--- src/crc_checked_frame_receiver_unit_macros.svh ---
// ---------------------------------------------------------------------------
// Assertion macros for the CRC checked frame receiver
// Shared implication forms, one clock edge and one reset for every property.
// ---------------------------------------------------------------------------
`ifndef CRC_CHECKED_FRAME_RECEIVER_UNIT_MACROS_SVH
`define CRC_CHECKED_FRAME_RECEIVER_UNIT_MACROS_SVH

// The consequent must hold in the same cycle as the antecedent.
`define CRCFR_ASSERT_SAME(label, clk, rst_n, ante, cons) \
    label: assert property (@(posedge clk) disable iff (!rst_n) (ante) |-> (cons)) \
        else $error("same-cycle check failed");

// The consequent must hold in the cycle after the antecedent.
`define CRCFR_ASSERT_NEXT(label, clk, rst_n, ante, cons) \
    label: assert property (@(posedge clk) disable iff (!rst_n) (ante) |=> (cons)) \
        else $error("next-cycle check failed");

`endif

--- src/crcfr_pkg.sv ---
// ---------------------------------------------------------------------------
// CRC frame receiver package
// Sizes, request and result types and codes shared by the receiver modules.
// ---------------------------------------------------------------------------
package crcfr_pkg;

    // Frame buffer size and the widths that follow from it.
    localparam int BUFFER_BYTES = 64;
    localparam int BUF_AW       = $clog2(BUFFER_BYTES);
    localparam int CNT_W        = $clog2(BUFFER_BYTES + 1);

    // Result queue between the front and back parts.
    localparam int QUEUE_DEPTH  = 4;
    localparam int QPTR_W       = $clog2(QUEUE_DEPTH);
    localparam int QCNT_W       = $clog2(QUEUE_DEPTH + 1);

    // Framing and CRC-16/CCITT-FALSE constants.
    localparam logic [7:0]  HEADER_BYTE = 8'hBB;
    localparam logic [15:0] CRC_POLY    = 16'h1021;
    localparam logic [15:0] CRC_INIT    = 16'hFFFF;
    localparam logic [15:0] CRC_MSB     = 16'h8000;
    localparam int          MIN_FRAME   = 8;

    // Request modes.
    typedef enum logic [1:0] {
        MODE_BYTE    = 2'd0,
        MODE_READ    = 2'd1,
        MODE_RESTART = 2'd2
    } t_mode;

    // Result kinds.
    localparam logic KIND_FRAME = 1'b0;
    localparam logic KIND_READ  = 1'b1;

    typedef struct packed {
        logic [1:0] mode;
        logic [7:0] byte_value;
        logic [5:0] read_index;
    } t_in_item;

    typedef struct packed {
        logic       result_kind;
        logic [6:0] frame_length;
        logic [7:0] command_code;
        logic       crc_ok;
        logic [7:0] read_data;
        logic [6:0] good_length;
    } t_out_item;

endpackage

--- src/crcfr_ram.sv ---
// ---------------------------------------------------------------------------
// Generic single-port-write RAM
// One write and one registered read per cycle.
// ---------------------------------------------------------------------------
module crcfr_ram #(
    parameter int WIDTH = 8,
    parameter int DEPTH = 64
) (
    input  logic                     i_clk,
    input  logic                     i_we,
    input  logic [$clog2(DEPTH)-1:0] i_waddr,
    input  logic [WIDTH-1:0]         i_wdata,
    input  logic                     i_re,
    input  logic [$clog2(DEPTH)-1:0] i_raddr,
    output logic [WIDTH-1:0]         o_rdata
);

    logic [WIDTH-1:0] r_mem [DEPTH];
    logic [WIDTH-1:0] r_rdata;

    // Storage write and registered read.
    always_ff @(posedge i_clk) begin
        if (i_we) begin
            r_mem[i_waddr] <= i_wdata;
        end
        if (i_re) begin
            r_rdata <= r_mem[i_raddr];
        end
    end

    assign o_rdata = r_rdata;

endmodule

--- src/crcfr_front.sv ---
// ---------------------------------------------------------------------------
// CRC frame receiver front end
// Classifies requests, tracks the frame, folds the CRC and fills the buffer.
// ---------------------------------------------------------------------------
module crcfr_front (
    input  logic                  i_clk,
    input  logic                  i_rst_n,
    input  logic                  i_accept,
    input  crcfr_pkg::t_in_item   i_item,
    output logic                  o_push,
    output crcfr_pkg::t_out_item  o_push_item
);

    localparam int AW = crcfr_pkg::BUF_AW;
    localparam int CW = crcfr_pkg::CNT_W;
    localparam int BUFFER_BITS = crcfr_pkg::BUFFER_BYTES;

    // Buffer positions that carry header fields.
    localparam logic [CW-1:0] POS_CMD    = CW'(2);
    localparam logic [CW-1:0] POS_LEN_HI = CW'(3);
    localparam logic [CW-1:0] POS_LEN_LO = CW'(4);
    localparam logic [CW-1:0] POS_CRC    = CW'(3);

    // One byte of CRC-16/CCITT-FALSE, MSB first.
    function automatic logic [15:0] crc_fold(input logic [15:0] crc, input logic [7:0] b);
        logic [15:0] c;
        c = crc ^ {b, 8'h00};
        for (int i = 0; i < 8; i++) begin
            if ((c & crcfr_pkg::CRC_MSB) != 16'h0000) begin
                c = {c[14:0], 1'b0} ^ crcfr_pkg::CRC_POLY;
            end else begin
                c = {c[14:0], 1'b0};
            end
        end
        return c;
    endfunction

    logic [CW-1:0]           r_count, n_count;
    logic [15:0]             r_crc, n_crc;
    logic [6:0]              r_good, n_good;
    logic [7:0]              r_prev1, r_prev2;
    logic [7:0]              r_cmd, r_len_hi, r_len_lo;
    logic [BUFFER_BITS-1:0]  r_vld;
    logic                    r_s1_valid;
    logic                    r_s1_hit;
    crcfr_pkg::t_out_item    r_s1_item, n_s1_item;

    logic          is_byte, is_read, is_restart;
    logic          idle, full;
    logic          store_hdr, store_body, drop_full, we;
    logic [AW-1:0] waddr, raddr;
    logic [CW-1:0] count_inc;
    logic [15:0]   crc_upd;
    logic          frame_end, crc_match;
    logic          idx_in_range;
    logic [7:0]    ram_rdata;

    // Request classification.
    always_comb begin
        is_byte    = i_accept && (i_item.mode == crcfr_pkg::MODE_BYTE);
        is_read    = i_accept && (i_item.mode == crcfr_pkg::MODE_READ);
        is_restart = i_accept && (i_item.mode == crcfr_pkg::MODE_RESTART);
        idle       = (r_count == '0);
        full       = (r_count >= CW'(crcfr_pkg::BUFFER_BYTES));
        store_hdr  = is_byte && idle && (i_item.byte_value == crcfr_pkg::HEADER_BYTE);
        store_body = is_byte && !idle && !full;
        drop_full  = is_byte && !idle && full;
        we         = store_hdr || store_body;
        waddr      = AW'(r_count);
        raddr      = AW'(i_item.read_index);
        idx_in_range = (32'(i_item.read_index) < crcfr_pkg::BUFFER_BYTES);
    end

    // CRC trails the writes by two bytes; the last two bytes are the check word.
    always_comb begin
        count_inc = r_count + CW'(1);
        crc_upd   = (r_count >= POS_CRC) ? crc_fold(r_crc, r_prev2) : r_crc;
        crc_match = ({r_prev1, i_item.byte_value} == crc_upd);
        frame_end = store_body
                 && (count_inc >= CW'(crcfr_pkg::MIN_FRAME))
                 && ((17'({r_len_hi, r_len_lo}) + 17'(crcfr_pkg::MIN_FRAME))
                     == 17'(count_inc));
    end

    // Next receiver state.
    always_comb begin
        n_count = r_count;
        n_crc   = r_crc;
        n_good  = r_good;
        if (is_restart) begin
            n_count = '0;
            n_crc   = crcfr_pkg::CRC_INIT;
            n_good  = '0;
        end else if (store_hdr) begin
            n_count = CW'(1);
            n_crc   = crcfr_pkg::CRC_INIT;
        end else if (drop_full) begin
            n_count = '0;
            n_crc   = crcfr_pkg::CRC_INIT;
        end else if (frame_end) begin
            n_count = '0;
            n_crc   = crcfr_pkg::CRC_INIT;
            if (crc_match) begin
                n_good = 7'(count_inc);
            end
        end else if (store_body) begin
            n_count = count_inc;
            n_crc   = crc_upd;
        end
    end

    // Result descriptor for a frame end or a read.
    always_comb begin
        n_s1_item = '0;
        if (is_read) begin
            n_s1_item.result_kind = crcfr_pkg::KIND_READ;
            n_s1_item.good_length = r_good;
        end else begin
            n_s1_item.result_kind  = crcfr_pkg::KIND_FRAME;
            n_s1_item.frame_length = 7'(count_inc);
            n_s1_item.command_code = r_cmd;
            n_s1_item.crc_ok       = crc_match;
            n_s1_item.good_length  = n_good;
        end
    end

    // Control state and buffer valid bits.
    always_ff @(posedge i_clk) begin
        if (!i_rst_n) begin
            r_count    <= '0;
            r_crc      <= crcfr_pkg::CRC_INIT;
            r_good     <= '0;
            r_vld      <= '0;
            r_s1_valid <= 1'b0;
        end else begin
            r_count    <= n_count;
            r_crc      <= n_crc;
            r_good     <= n_good;
            r_s1_valid <= is_read || frame_end;
            if (we) begin
                r_vld[waddr] <= 1'b1;
            end
        end
    end

    // Byte history, header fields and the staged descriptor.
    always_ff @(posedge i_clk) begin
        if (we) begin
            r_prev1 <= i_item.byte_value;
            r_prev2 <= r_prev1;
        end
        if (store_body && (r_count == POS_CMD)) begin
            r_cmd <= i_item.byte_value;
        end
        if (store_body && (r_count == POS_LEN_HI)) begin
            r_len_hi <= i_item.byte_value;
        end
        if (store_body && (r_count == POS_LEN_LO)) begin
            r_len_lo <= i_item.byte_value;
        end
        if (is_read || frame_end) begin
            r_s1_item <= n_s1_item;
            r_s1_hit  <= idx_in_range && r_vld[raddr];
        end
    end

    crcfr_ram #(
        .WIDTH (8),
        .DEPTH (crcfr_pkg::BUFFER_BYTES)
    ) u_buffer (
        .i_clk   (i_clk),
        .i_we    (we),
        .i_waddr (waddr),
        .i_wdata (i_item.byte_value),
        .i_re    (is_read),
        .i_raddr (raddr),
        .o_rdata (ram_rdata)
    );

    // Merge the buffer read data into the staged result; unwritten entries read as zero.
    always_comb begin
        o_push      = r_s1_valid;
        o_push_item = r_s1_item;
        o_push_item.read_data =
            ((r_s1_item.result_kind == crcfr_pkg::KIND_READ) && r_s1_hit) ? ram_rdata : 8'h00;
    end

endmodule

--- src/crcfr_queue.sv ---
// ---------------------------------------------------------------------------
// CRC frame receiver result queue
// Short FIFO whose head drives the result channel.
// ---------------------------------------------------------------------------
module crcfr_queue (
    input  logic                            i_clk,
    input  logic                            i_rst_n,
    input  logic                            i_push,
    input  crcfr_pkg::t_out_item            i_push_item,
    input  logic                            i_stall,
    output logic                            o_valid,
    output crcfr_pkg::t_out_item            o_head,
    output logic [crcfr_pkg::QCNT_W-1:0]    o_count
);

    localparam int PW = crcfr_pkg::QPTR_W;
    localparam int NW = crcfr_pkg::QCNT_W;

    crcfr_pkg::t_out_item r_slot [crcfr_pkg::QUEUE_DEPTH];
    logic [PW-1:0]        r_wr_ptr, r_rd_ptr;
    logic [NW-1:0]        r_count;
    logic                 pop;

    assign o_valid = (r_count != '0);
    assign o_head  = r_slot[r_rd_ptr];
    assign o_count = r_count;
    assign pop     = o_valid && !i_stall;

    // Pointers and fill level.
    always_ff @(posedge i_clk) begin
        if (!i_rst_n) begin
            r_wr_ptr <= '0;
            r_rd_ptr <= '0;
            r_count  <= '0;
        end else begin
            if (i_push) begin
                r_wr_ptr <= r_wr_ptr + PW'(1);
            end
            if (pop) begin
                r_rd_ptr <= r_rd_ptr + PW'(1);
            end
            r_count <= r_count + NW'(i_push) - NW'(pop);
        end
    end

    // Result storage.
    always_ff @(posedge i_clk) begin
        if (i_push) begin
            r_slot[r_wr_ptr] <= i_push_item;
        end
    end

endmodule

--- src/crc_checked_frame_receiver_unit.sv ---
// A read or frame-ending byte is registered as a staged result, then written to the result queue.
// Throughput: one request per cycle while o_in_stall is low, set by the combinational CRC byte fold.
// Requests stall only while the result queue cannot take what is in flight.
// Reset is synchronous and active low: receiver idle, CRC 0xFFFF, good length zero,
// every buffer entry reads as zero until written; no clearing pass is needed.
// ---------------------------------------------------------------------------
// CRC checked frame receiver
// Front end tracks frames and the buffer; a result queue feeds the output.
// ---------------------------------------------------------------------------
`include "crc_checked_frame_receiver_unit_macros.svh"

module crc_checked_frame_receiver_unit (
    input  logic                  i_clk,
    input  logic                  i_rst_n,
    input  logic                  i_in_valid,
    output logic                  o_in_stall,
    input  crcfr_pkg::t_in_item   i_in_data,
    output logic                  o_out_valid,
    input  logic                  i_out_stall,
    output crcfr_pkg::t_out_item  o_out_data
);

    localparam int FW = crcfr_pkg::QCNT_W + 1;

    logic                          in_accept;
    logic                          push;
    crcfr_pkg::t_out_item          push_item;
    logic [crcfr_pkg::QCNT_W-1:0]  q_count;
    logic [FW-1:0]                 fill;

    // Hold requests while the staged result could not find a queue slot.
    assign fill       = FW'(q_count) + FW'(push);
    assign o_in_stall = (fill >= FW'(crcfr_pkg::QUEUE_DEPTH));
    assign in_accept  = i_in_valid && !o_in_stall;

    crcfr_front u_front (
        .i_clk       (i_clk),
        .i_rst_n     (i_rst_n),
        .i_accept    (in_accept),
        .i_item      (i_in_data),
        .o_push      (push),
        .o_push_item (push_item)
    );

    crcfr_queue u_queue (
        .i_clk       (i_clk),
        .i_rst_n     (i_rst_n),
        .i_push      (push),
        .i_push_item (push_item),
        .i_stall     (i_out_stall),
        .o_valid     (o_out_valid),
        .o_head      (o_out_data),
        .o_count     (q_count)
    );

    // The queue always has room for a staged result.
    `CRCFR_ASSERT_SAME(a_queue_room, i_clk, i_rst_n, push, q_count < crcfr_pkg::QCNT_W'(crcfr_pkg::QUEUE_DEPTH))

    // A read request yields a read result in the following cycle.
    `CRCFR_ASSERT_NEXT(a_read_result, i_clk, i_rst_n, in_accept && (i_in_data.mode == crcfr_pkg::MODE_READ), push && (push_item.result_kind == crcfr_pkg::KIND_READ))

    // A frame with a good CRC becomes the last good frame.
    `CRCFR_ASSERT_SAME(a_good_length, i_clk, i_rst_n, o_out_valid && (o_out_data.result_kind == crcfr_pkg::KIND_FRAME) && o_out_data.crc_ok, o_out_data.good_length == o_out_data.frame_length)

endmodule
--- config.mk ---
export PLATFORM = sky130hd
export DESIGN_NAME = crc_checked_frame_receiver_unit
export DESIGN_NICKNAME = d
export VERILOG_FILES = /design/src/crcfr_pkg.sv /design/src/crcfr_ram.sv /design/src/crcfr_front.sv /design/src/crcfr_queue.sv /design/src/crc_checked_frame_receiver_unit.sv
export VERILOG_INCLUDE_DIRS = /design/src /design/src/src
export SDC_FILE = /design/constraint.sdc
export NUM_CORES = 1
export LEC_CHECK = 0
export BUFFER_PORTS_ARGS = -buffer_cell sky130_fd_sc_hd__buf_4
export CAP_MARGIN = 20
export CORE_MARGIN = 1.5
export CORE_UTILIZATION = 30
export CTS_BUF_LIST = sky130_fd_sc_hd__clkbuf_8
export CTS_CLUSTER_DIAMETER = 120
export DETAILED_ROUTE_END_ITERATION = 12
export SYNTH_ARGS = -nofsm -noshare
export SYNTH_HDL_FRONTEND = slang
export SYNTH_SLANG_ARGS = --single-unit
--- constraint.sdc ---
create_clock -name i_clk -period 4 [get_ports i_clk]
set_clock_uncertainty 0.1 [all_clocks]
set_input_delay 0.8 -clock i_clk [delete_from_list [all_inputs] [get_ports i_clk]]
set_output_delay 0.8 -clock i_clk [all_outputs]
set_load 0.1 [all_outputs]
Word level (Yosys, flattened, before mapping)
Memories as Yosys holds them, arrays and structs flattened. A register that Yosys moved wholly into a read port is not among the register bits.
Cells that the tools add are included.
{"block": "totals", "regBits": 167, "ramBits": 640, "inputBits": 20, "out_inout_bits": 34, "elab_cells": 115, "memories": 2}
{"block": "op_classes", "add_sub_neg": 7, "magnitude_cmp": 7, "n_eq_ne": 8, "n_mux": 31, "bitwise_logic": 11, "reduce_logical": 29}
{"name": "u_front.u_buffer.r_mem", "depth": 64, "width": 8, "read_ports": 1, "rd_clocked_by_memory_dff": 1, "write_ports": 1, "line_no": "crcfr_ram.sv:18", "source": "logic [WIDTH-1:0] r_mem [DEPTH];"}
{"name": "u_queue.r_slot", "depth": 4, "width": 32, "read_ports": 1, "rd_clocked_by_memory_dff": 1, "write_ports": 1, "line_no": "crcfr_queue.sv:19", "source": "crcfr_pkg::t_out_item r_slot [crcfr_pkg::QUEUE_DEPTH];"}
{"cell": "$mux W13", "n": 8}
{"cell": "$or A64 B64 Y64", "n": 1}
{"cell": "$mux W7", "n": 6}
{"cell": "$not A3 Y3", "n": 8}
{"cell": "$add A16 B4 Y17 const B", "n": 1}
{"cell": "$eq A17 B7 Y1", "n": 1}
{"cell": "$logic_and A1 B1 Y1", "n": 17}
{"cell": "$eq A16 B16 Y1", "n": 1}
{"cell": "$mux W16", "n": 1}
{"cell": "$xor A16 B16 Y16", "n": 1}
{"cell": "$eq A7 B2 Y1 const B", "n": 2}
{"cell": "$lt A6 B7 Y1 const B", "n": 2}
{"cell": "$mux W1", "n": 11}
{"cell": "$eq A8 B8 Y1 const B", "n": 1}
{"cell": "$mux W8", "n": 1}
{"cell": "$add A7 B1 Y7 const B", "n": 1}
{"cell": "$eq A7 B3 Y1 const B", "n": 1}
{"cell": "$ge A7 B2 Y1 const B", "n": 1}
{"cell": "$ge A7 B4 Y1 const B", "n": 1}
{"cell": "$ge A7 B7 Y1 const B", "n": 1}
{"cell": "$logic_not A7 Y1", "n": 1}
{"cell": "$bmux W1 S6", "n": 1}
{"cell": "$demux W1 S6", "n": 1}
{"cell": "$ge A6 B1 Y1 const B", "n": 1}
{"cell": "16 further kinds", "n": 22}

Longest topological paths before layout
{"block": "depth", "depth_word": 25, "ltp_mapped": 11, "ltp_nobuf": 9}

By module
Synthesis repeated with hierarchy kept, for this count alone.
{"block": "hier_totals", "hier_cells": 1846, "hier_area_um2": 32950.4}
{"module": "crcfr_ram", "n_inst": 1, "cells_per_inst": 940, "area_each_um2": 20246.9, "seq_area_each_um2": 15615.0}
{"module": "crcfr_front", "n_inst": 1, "cells_per_inst": 690, "area_each_um2": 7561.0, "seq_area_each_um2": 3853.7}
{"module": "crcfr_queue", "n_inst": 1, "cells_per_inst": 213, "area_each_um2": 5114.9, "seq_area_each_um2": 4023.9}
{"module": "crc_checked_frame_receiver_unit", "n_inst": 1, "cells_per_inst": 3, "area_each_um2": 27.5, "seq_area_each_um2": 0.0}

Worst setup path before layout
No wires, ideal clock.
{"block": "synth_timing", "path_kind": "input to register", "start": "input i_in_data[0] (netlist name)", "end": "register u_front.u_buffer.r_rdata[0], in the netlist u_front.u_buffer.o_rdata[0] (read register of u_front.u_buffer.r_mem), data pin", "setup_time_ps": 272, "arrival_time_ps": 3290, "t_required_ps": 3628, "setup_slack_ps": 339, "stages": 6, "n_path_buf": 3, "path_cell_list": "clkbuf_1 -> buf_2 -> buf_1 -> mux4_2 -> mux4_2 -> mux4_2"}
{"item": "from (decl)", "line_no": "crc_checked_frame_receiver_unit.sv:17", "source": "input crcfr_pkg::t_in_item i_in_data,"}
{"item": "to (decl)", "line_no": "crcfr_ram.sv:19", "source": "logic [WIDTH-1:0] r_rdata;"}

Worst setup path after layout
{"block": "layout_timing", "start": "register u_queue.r_count[1], in the netlist u_queue.o_count[1]", "end": "memory u_front.u_buffer.r_mem[55][2], enable pin"}
{"block": "layout_between", "elab_chain_cells": 10, "elab_cells_between_ends": 12, "classes_between": "add/sub (1); order compare (1); mux (2); reduce/logical (8)"}
{"item": "from (decl)", "line_no": "crcfr_queue.sv:21", "source": "logic [NW-1:0] r_count;"}
{"item": "from (signal assigned)", "line_no": "crcfr_queue.sv:42", "source": "r_count <= r_count + NW'(i_push) - NW'(pop);"}
{"item": "$add A3 B1 Y4 (*)", "line_no": "crc_checked_frame_receiver_unit.sv:32", "source": "assign fill = FW'(q_count) + FW'(push);"}
{"item": "$ge A4 B3 Y1 (*)", "line_no": "crc_checked_frame_receiver_unit.sv:33", "source": "assign o_in_stall = (fill >= FW'(crcfr_pkg::QUEUE_DEPTH));"}
{"item": "$logic_not A1 Y1 (*)", "line_no": "crc_checked_frame_receiver_unit.sv:34", "source": "assign in_accept = i_in_valid && !o_in_stall;"}
{"item": "$logic_and A1 B1 Y1 (*)", "line_no": "crc_checked_frame_receiver_unit.sv:34"}
{"item": "$logic_and A1 B1 Y1 (*)", "line_no": "crcfr_front.sv:60", "source": "is_byte = i_accept && (i_item.mode == crcfr_pkg::MODE_BYTE);"}
{"item": "$logic_and A1 B1 Y1 (on tied branches) (2 in a row)", "line_no": "crcfr_front.sv:65, crcfr_front.sv:66"}
{"item": "$logic_or A1 B1 Y1 (*)", "line_no": "crcfr_front.sv:68", "source": "we = store_hdr || store_body;"}
{"item": "$mux W1 (*)", "line_no": "crcfr_ram.sv:23", "source": "if (i_we) begin"}
{"item": "$mux W1 (implied by the code) (*)", "line_no": "crcfr_ram.sv:24", "source": "r_mem[i_waddr] <= i_wdata;"}
{"item": "to (decl)", "line_no": "crcfr_ram.sv:18"}
Mark *: on every way between the ends. The rest lies on a longest branch, timed or not.

==> metrics.txt <==
outcome=complete, no violations; Synth top cells by count=edfxtp_1, mux4_2, dfxtp_1; EDFF count, synth=713; post-route clock period utilization=93.2%; Hold Slack=0.223 ns; Iteration-0 DRC Markers=1678; post-synthesis sequential area ratio=73.2%; initial antenna violation count=8; Post-Layout Cell Count=3320; Worst Setup End Kind=flip-flop; Placer Congestion=0.817; root buffer cell=clkbuf_8; Post-CTS Repair Setup Buffers=0; # port buffers=53; share of the synthesized area in the top cell type=66.7%; worst slew pin tran=0.992 ns; Starting Density=30.3%; fill cell count=9890; crit path time final=3.73 ns; H-Tree Depth=4; post-synthesis mux area share=16.3%; Die X=330 um; Post-Synth Simple-Gate Area=3.97%; vias in the first global route=16600; Synth Instances=1604; Max Cap Viol=0; Core ar.=106000 sq um; Ports=54; post-synthesis compound-gate area fraction=2.61%; share of layout cells above drive strength 1=29.8%; CP Launch Type=flip-flop; Pwr Density=490 nW/um^2; drc violations=0; Netlist Area Pre-Place=32100 sq um; Worst Hold Class=input port to flip-flop; peak supply drop=0.266 mV; cell taking the most area after synthesis=edfxtp_1; count of final hold-check violations=0; Design Area, Final=37400 sq um; first-pass GRT wire length=109000 um; maximum fanout along the worst path=26; RSZ-0062 raised after global routing=no; Distinct cells, synth=57; CTS Buffer Depth=3; Ys Warns=0; dpl hpwl=46400 um; DR vias=16100; final setup fails=0; Total Die Area=109000 sq um; Area contributors post-synth=edfxtp_1, mux4_2, dfxtp_1; Die Height=330 um; worst skew pair latency=0.79 ns; TNS Setup=0 ns; Post-Synth XOR/XNOR Area=2.31%; Worst slew margin=33.9%; r2r worst-path depth=10; gr ovfl total=0; largest net degree at the start of global routing=75; Hold Path Stages=1; diode count=0; Post-synth top flop=edfxtp_1; CTS resizes=0; leakage dissipation=12.3 nW; Sinks on Clock Net=817; Syn-to-layout area delta=16.4%; first-pass iteration count of the detailed router=5; placed cell count=3082; CTS tree=yes; antenna violation net count after detailed routing=0; gr usage total=13.6%; Mean Syn Cell Area=20.0 sq um; CP arrival=4.11 ns; Async S/R FF share, synth=0%; Worst EP required=4.38 ns; Avg WL per Cell=22.1 um; Num CTS Buffers=130; kind of critical path=flip-flop to flip-flop; max-slew violation count=0; WL final=73400 um; largest family of logic cells by synthesized area=multiplexers; f_max=268 MHz; adder-cell share of the synthesized area=0.491%; cell with the most instances after synthesis=edfxtp_1; placed cell area=34900 sq um; CTS clock-pin slew for the worst setup and hold paths=0.06 ns; Synth Net Count=1636; post-layout net count=1855; vias per inst=4.86; Hold Buf Count CTS=0; row count=119; Yosys reg bits=817
## area by class of cell
| cell class | instances | area [sq um] | share of cell area [%] |
|---|---|---|---|
| multi-input combinational | 698 | 8230 | 22.0 |
| tap | 1391 | 1740 | 4.66 |
| sequential | 817 | 23500 | 62.9 |
| timing repair buffer | 163 | 1350 | 3.61 |
| clock inverter | 92 | 480 | 1.29 |
| inverter | 13 | 48.8 | 0.131 |
| clock buffer | 146 | 2010 | 5.38 |
## registers in the layout (all words and copies together) (netlist names), named ones only
register,count
u_queue.r_slot,128
u_queue.o_count,3
u_front.r_good,7
u_front.r_cmd,8
u_queue.r_rd_ptr,2
u_front.o_push,1
u_front.o_push_item,24
u_front.r_prev2,8
u_front.r_len_lo,8
u_front.r_crc,16
u_front.r_vld,64
u_front.u_buffer.r_mem,512
u_front.u_buffer.o_rdata,8
u_front.r_s1_hit,1
u_queue.r_wr_ptr,2
u_front.r_count,7
u_front.r_prev1,8
u_front.r_len_hi,8
## worst max-delay path: stages, from the launching register on
cell      delay, ns
dfxtp_1        0.36
ha_1           0.24
o211a_1        0.24
o22ai_2        0.27
nand4b_1       0.26
or4_1          0.62
nand2_1        0.15
buf_12         0.20
nand2b_1       0.44
nor2_1         0.27
buf_4          0.22
## where the power goes
part	internal [mW]	switching, mW
sequential	9.31	0.0769
combinational	0.646	1.48
clock	3.45	3.34
## per-stage QoR
step           total power, mW  setup slack [ns]  utilization, %
6_report                  18.3             0.273            35.3
5_1_grt                   19.0            0.0578            35.3
4_1_cts                   18.5             0.277            35.3
3_5_place_dp              11.7             0.321            33.0
3_3_place_gp              11.7             0.390            33.0
2_1_floorplan             11.1             0.339               -
## metal layers
layer / GRT usage (%) / vias up / routed length (um)
li1: - / 6944 / -
met1: 18.6 / 8472 / 31700
met2: 21.3 / 590 / 34700
met3: 3.56 / 124 / 5470
met4: 4.45 / 8 / 1450
met5: 0 / - / 57
## worst paths after layout
kind | to | start | slack, ns
setup reg to reg | u_front.u_buffer.r_mem[55][2] | u_queue.o_count[1] | 0.27
hold / removal | u_front.r_prev1[6] | i_in_data[12] | 0.22
setup / recovery | u_front.u_buffer.r_mem[55][2] | u_queue.o_count[1] | 0.27
hold reg to reg | u_front.r_good[2] | u_front.r_good[2] | 0.36
## logic make-up (layout without fill, tap and decap cells)
kind of cell	Yosys count	count (layout)
AOI/OAI and AO/OA	109	109
xor gates and xnor gates	71	71
adders and majority gates	12	12
buffers and inverters	89	414
DFF	817	817
muxes	245	245
and+or+nand+nor	261	261
## layout by cell type, fill, tap and decap left out, drive strengths merged, types with 4 or more instances in the layout
cell type and count:
nand2 64, nand3 11, nor2 86, o21a 64, mux2i 23, a31oi 5
nor3 11, inv 72, or3 5, nand2b 10, o21ai 6, and3 14
xnor2 44, clkbuf 146, ha 11, a21oi 7, clkinv 27, buf 163
mux4 221, dfxtp 104, edfxtp 713, and2 19, nand4 6, clkinvlp 5
nor4 4, xor2 23, o211ai 9, nor2b 14
Note: power is estimated with default switching activity, not from simulation.
